**src/rtl/pal_pkg.sv**
```systemverilog
`timescale 1ns / 1ps
`default_nettype none

package pal_pkg;

	// Store geometry defaults.
	localparam int DEPTH_DEF      = 64;
	localparam int VALUE_BITS_DEF = 32;

	// Fixed widths of the stream fields.
	localparam int ACTION_W   = 2;
	localparam int POSITION_W = 7;
	localparam int VALUE_W    = 32;
	localparam int STATUS_W   = 3;
	localparam int FOUND_W    = 6;
	localparam int LENGTH_W   = 7;
	localparam int CAP_W      = 7;
	localparam logic [CAP_W-1:0] CAP_RESET = 7'd64;

	// Requested operations.
	localparam logic [ACTION_W-1:0] ACT_GET    = 2'd0;
	localparam logic [ACTION_W-1:0] ACT_FIND   = 2'd1;
	localparam logic [ACTION_W-1:0] ACT_INSERT = 2'd2;
	localparam logic [ACTION_W-1:0] ACT_REMOVE = 2'd3;

	// Result status codes.
	localparam logic [STATUS_W-1:0] STS_OK       = 3'd0;
	localparam logic [STATUS_W-1:0] STS_FULL     = 3'd1;
	localparam logic [STATUS_W-1:0] STS_BADPOS   = 3'd2;
	localparam logic [STATUS_W-1:0] STS_EMPTY    = 3'd3;
	localparam logic [STATUS_W-1:0] STS_NOTFOUND = 3'd4;

	// Entries handled by one leaf of the search tree.
	localparam int GROUP = 8;

	// Operation strobes broadcast to every cell of the row.
	typedef struct packed {
		logic ins;
		logic rem;
		logic get;
		logic find;
	} pal_op_t;

	typedef enum logic [2:0] {
		ST_IDLE = 3'b001,
		ST_EXEC = 3'b010,
		ST_TREE = 3'b100
	} pal_state_t;

endpackage

`default_nettype wire

```
**src/rtl/pal_cell.sv**
```systemverilog
`timescale 1ns / 1ps
`default_nettype none

module pal_cell import pal_pkg::*; #(
	parameter int VALUE_BITS = VALUE_BITS_DEF,
	parameter int WW         = 7,
	parameter int INDEX      = 0
) (
	input  wire logic                  clk,
	input  wire pal_op_t               op,
	input  wire logic [WW-1:0]         pos,
	input  wire logic [WW-1:0]         count,
	input  wire logic [VALUE_BITS-1:0] value,
	input  wire logic [VALUE_BITS-1:0] left_data,
	input  wire logic [VALUE_BITS-1:0] right_data,
	output logic      [VALUE_BITS-1:0] data,
	output logic                       match,
	output logic      [VALUE_BITS-1:0] rd_data
);

	localparam logic [WW-1:0] K  = WW'(INDEX);
	localparam logic [WW-1:0] K1 = WW'(INDEX + 1);

	logic [VALUE_BITS-1:0] data_q;
	logic                  in_list;
	logic                  load;
	logic [VALUE_BITS-1:0] nxt;

	assign in_list = (K < count);

	always_comb begin
		load = 1'b0;
		nxt  = left_data;
		if (op.ins) begin
			if (K == pos) begin
				load = 1'b1;
				nxt  = value;
			end else if ((K > pos) && (K <= count)) begin
				load = 1'b1;
				nxt  = left_data;
			end
		end else if (op.rem) begin
			if ((K >= pos) && (K1 < count)) begin
				load = 1'b1;
				nxt  = right_data;
			end
		end
	end

	always_ff @(posedge clk) begin
		if (load) begin
			data_q <= nxt;
		end
	end

	assign data    = data_q;
	assign match   = op.find && in_list && (data_q == value);
	assign rd_data = (op.get && in_list && (K == pos)) ? data_q : '0;

endmodule

`default_nettype wire

```
**config.mk**
```make
export PLATFORM = sky130hd
export DESIGN_NAME = pal_cell
export DESIGN_NICKNAME = d
export VERILOG_FILES = /design/src/rtl/pal_pkg.sv /design/src/rtl/pal_cell.sv
export SDC_FILE = /design/constraint.sdc
export NUM_CORES = 1
export LEC_CHECK = 0
export BUFFER_PORTS_ARGS = -buffer_cell sky130_fd_sc_hd__buf_2
export CORE_AREA = 5 5 95 97
export DETAILED_ROUTE_END_ITERATION = 16
export DIE_AREA = 0 0 100 102
export MAX_ROUTING_LAYER = met4
export PLACE_DENSITY_LB_ADDON = 0.3
export SLEW_MARGIN = 20
export SYNTH_ARGS = -nofsm -noshare
export SYNTH_HDL_FRONTEND = slang
export SYNTH_SLANG_ARGS = --single-unit
```
**constraint.sdc**
```tcl
create_clock -name clk -period 2.7 [get_ports clk]
set_input_delay 0.54 -clock clk [delete_from_list [all_inputs] [get_ports clk]]
set_output_delay 0.54 -clock clk [all_outputs]
set_load 0.01 [all_outputs]
```
==> metrics.cfg <==
[placement]
placed_area_sq_mm = 0.00375
routabilityCongestion = 0.869
port_buffers = 179
hpwl_um = 7440

[timing]
setup_viol = 0
finalMaxSlewViolations = 0
slew_headroom = 0.594
rsz0062_at_grt = no
min_period_ns = 2.50
max_freq_ghz = 0.400
finalCritPeriodShare = 0.926
worst_slew_pin_slew_ns = 0.603
hold_violations = 0
fin_setup_tns_ns = 0

[drt]
routed_wl_um = 9710
viasPerCell = 5.18
wl_per_cell_um = 17.6
via_count = 2861
drcViolationCount = 0
detail_route.iter0.violations = 130
first_pass_iters = 4
drtAntennaViolNets = 0

[floorplan]
fp.dieW_um = 100
die_area_sq_mm = 0.0102
initial_core_util = 0.340
die_h_um = 102
ios = 180
row_count = 33
coreArea_sq_mm = 0.00805

[yosys]
synth-main-ff-cell = edfxtp_1
synth_seq_area_share = 0.351
synth_top_cell_area_share = 0.351
ys_warn_count = 0
syn_nets = 387
synth_cells = 272
synthTopCellsByArea = edfxtp_1 (35%), nor3_2 (22%), xor2_1 (8.9%)
yosys.area.top_type = edfxtp_1
synth-edff-count = 32
synth_commonest_cells = nor3_2 (60), nor3_1 (34), and2_1 (33)
yosysUniqueCellTypes = 26
avgSynthCellArea_sq_um = 10.1
synth.cell_area_sq_mm = 0.00274
ys_async_sr_fraction = 0
yosysMostFrequentCell = nor3_2
yosys_register_bits = 32

[cts]
hold_buffers = 0
clock_sinks = 32
path_clk_slew_ns = 0.07
htreeDepth = 2
cts_tree = yes
cts.path.max_buffers = 2
clock-root-buffer = clkbuf_8
cts.repair.resized = 0
cts_setup_buffers = 0
numCtsBuffers = 5

[run_status]
outcome = complete, no violations

[hold_path]
hold_path_class = input port to flop

[grt]
grt_pass1_vias = 2958
grt_usage = 0.189
antenna_found_initial = 0
grt_pass1_wl_um = 14700
overflow = 0
grt_max_degree = 38

[layout]
final_area_sq_mm = 0.00383
nets = 561
fillers = 808
antennaDiodeCount = 0
drive_gt1_frac = 0.582
syn_to_final_growth_pct = 39.6
largest_reg_flops = 32

[worst_setup_path]
start_kind = flop
critPathCaptureType = output port
crit_type = flop to output port
arrival_ns = 1.96
critPathRequiredTime_ns = 2.16
crit_path_max_fanout = 3

[flow_run]
cap_violations = 0

[power_and_ir_drop]
p_leak_nw = 1.62
powerDensity_mw_per_mm2 = 305
vdd_ir_drop_max_mv = 0.138

## area by class of cell
class | count | area (sq um) | area share
clock inverter | 1 | 3.75 | 0.000981
tap | 105 | 131 | 0.0343
sequential | 32 | 961 | 0.251
inverter | 1 | 3.75 | 0.000981
clock buffer | 7 | 76.3 | 0.0199
timing repair buffer | 190 | 991 | 0.259
multi-input combinational | 216 | 1660 | 0.434
## critical path, cell delays in order, from the launching register on
cell and delay [ns]:
edfxtp_1 0.41, xor2_1 0.18, nor4_1 0.44, nand4_1 0.18, nor4_1 0.29, buf_2 0.18
## placed cells by master, fill, tap and decap left out, drive strengths merged, types with 2 or more instances in the layout
cell	netlist	routed
o22ai	31	31
clkbuf	9	7
xor2	28	28
xnor2	4	4
and2	33	33
edfxtp	32	32
nor4	10	10
buf	14	190
nand3	4	4
nor3	94	94
nor2	2	2
## logic make-up after synthesis
logic type	after synthesis	share of synthesized area
AOI/OAI and AO/OA	36	0.0922
xor gates and xnor gates	32	0.102
buffers and inverters	24	0.0488
DFF	32	0.351
and+or+nand+nor	148	0.406
## power by group
group / internal, mW / switching (mW) / leakage, nW
Clock: 0.180 / 0.177 / 0.0399
Sequential: 0.552 / 0.00216 / 0.279
Combinational: 0.122 / 0.133 / 1.30
Total: 0.853 / 0.312 / 1.62
## final timing paths
path | start | to | slack [ns] | cells past startpoint
worst max-delay path | data[16]$_DFFE_PP_ | match | 0.20 | 5
worst min-delay path | left_data[26] | data[26]$_DFFE_PP_ | 0.61 | 3
## layer usage
layer / GRT usage / part of all wire / vias up
met2: 0.319 / 0.48 / 141
li1: - / - / 1382
met1: 0.226 / 0.41 / 1324
met4: 0.0580 / 0.017 / 0
met3: 0.0416 / 0.089 / 14
met5: - / 0 / -
## per-stage QoR
| step | power, mW | instances | hold WS, ns | util | worst slack, ns |
|---|---|---|---|---|---|
| final | 1.17 | 552 | 0.607 | 0.475 | 0.200 |
| after global routing | 1.22 | 552 | 0.600 | 0.475 | 0.0204 |
| after CTS | 1.18 | 552 | 0.596 | 0.475 | 0.181 |
| after detailed placement | 0.819 | 544 | 0.893 | 0.465 | 0.207 |
| after global placement | 0.814 | 544 | 0.882 | 0.465 | 0.256 |
| after floorplan | 0.681 | 272 | 0.777 | - | 0.244 |
Power figures use the tool's default switching activity.
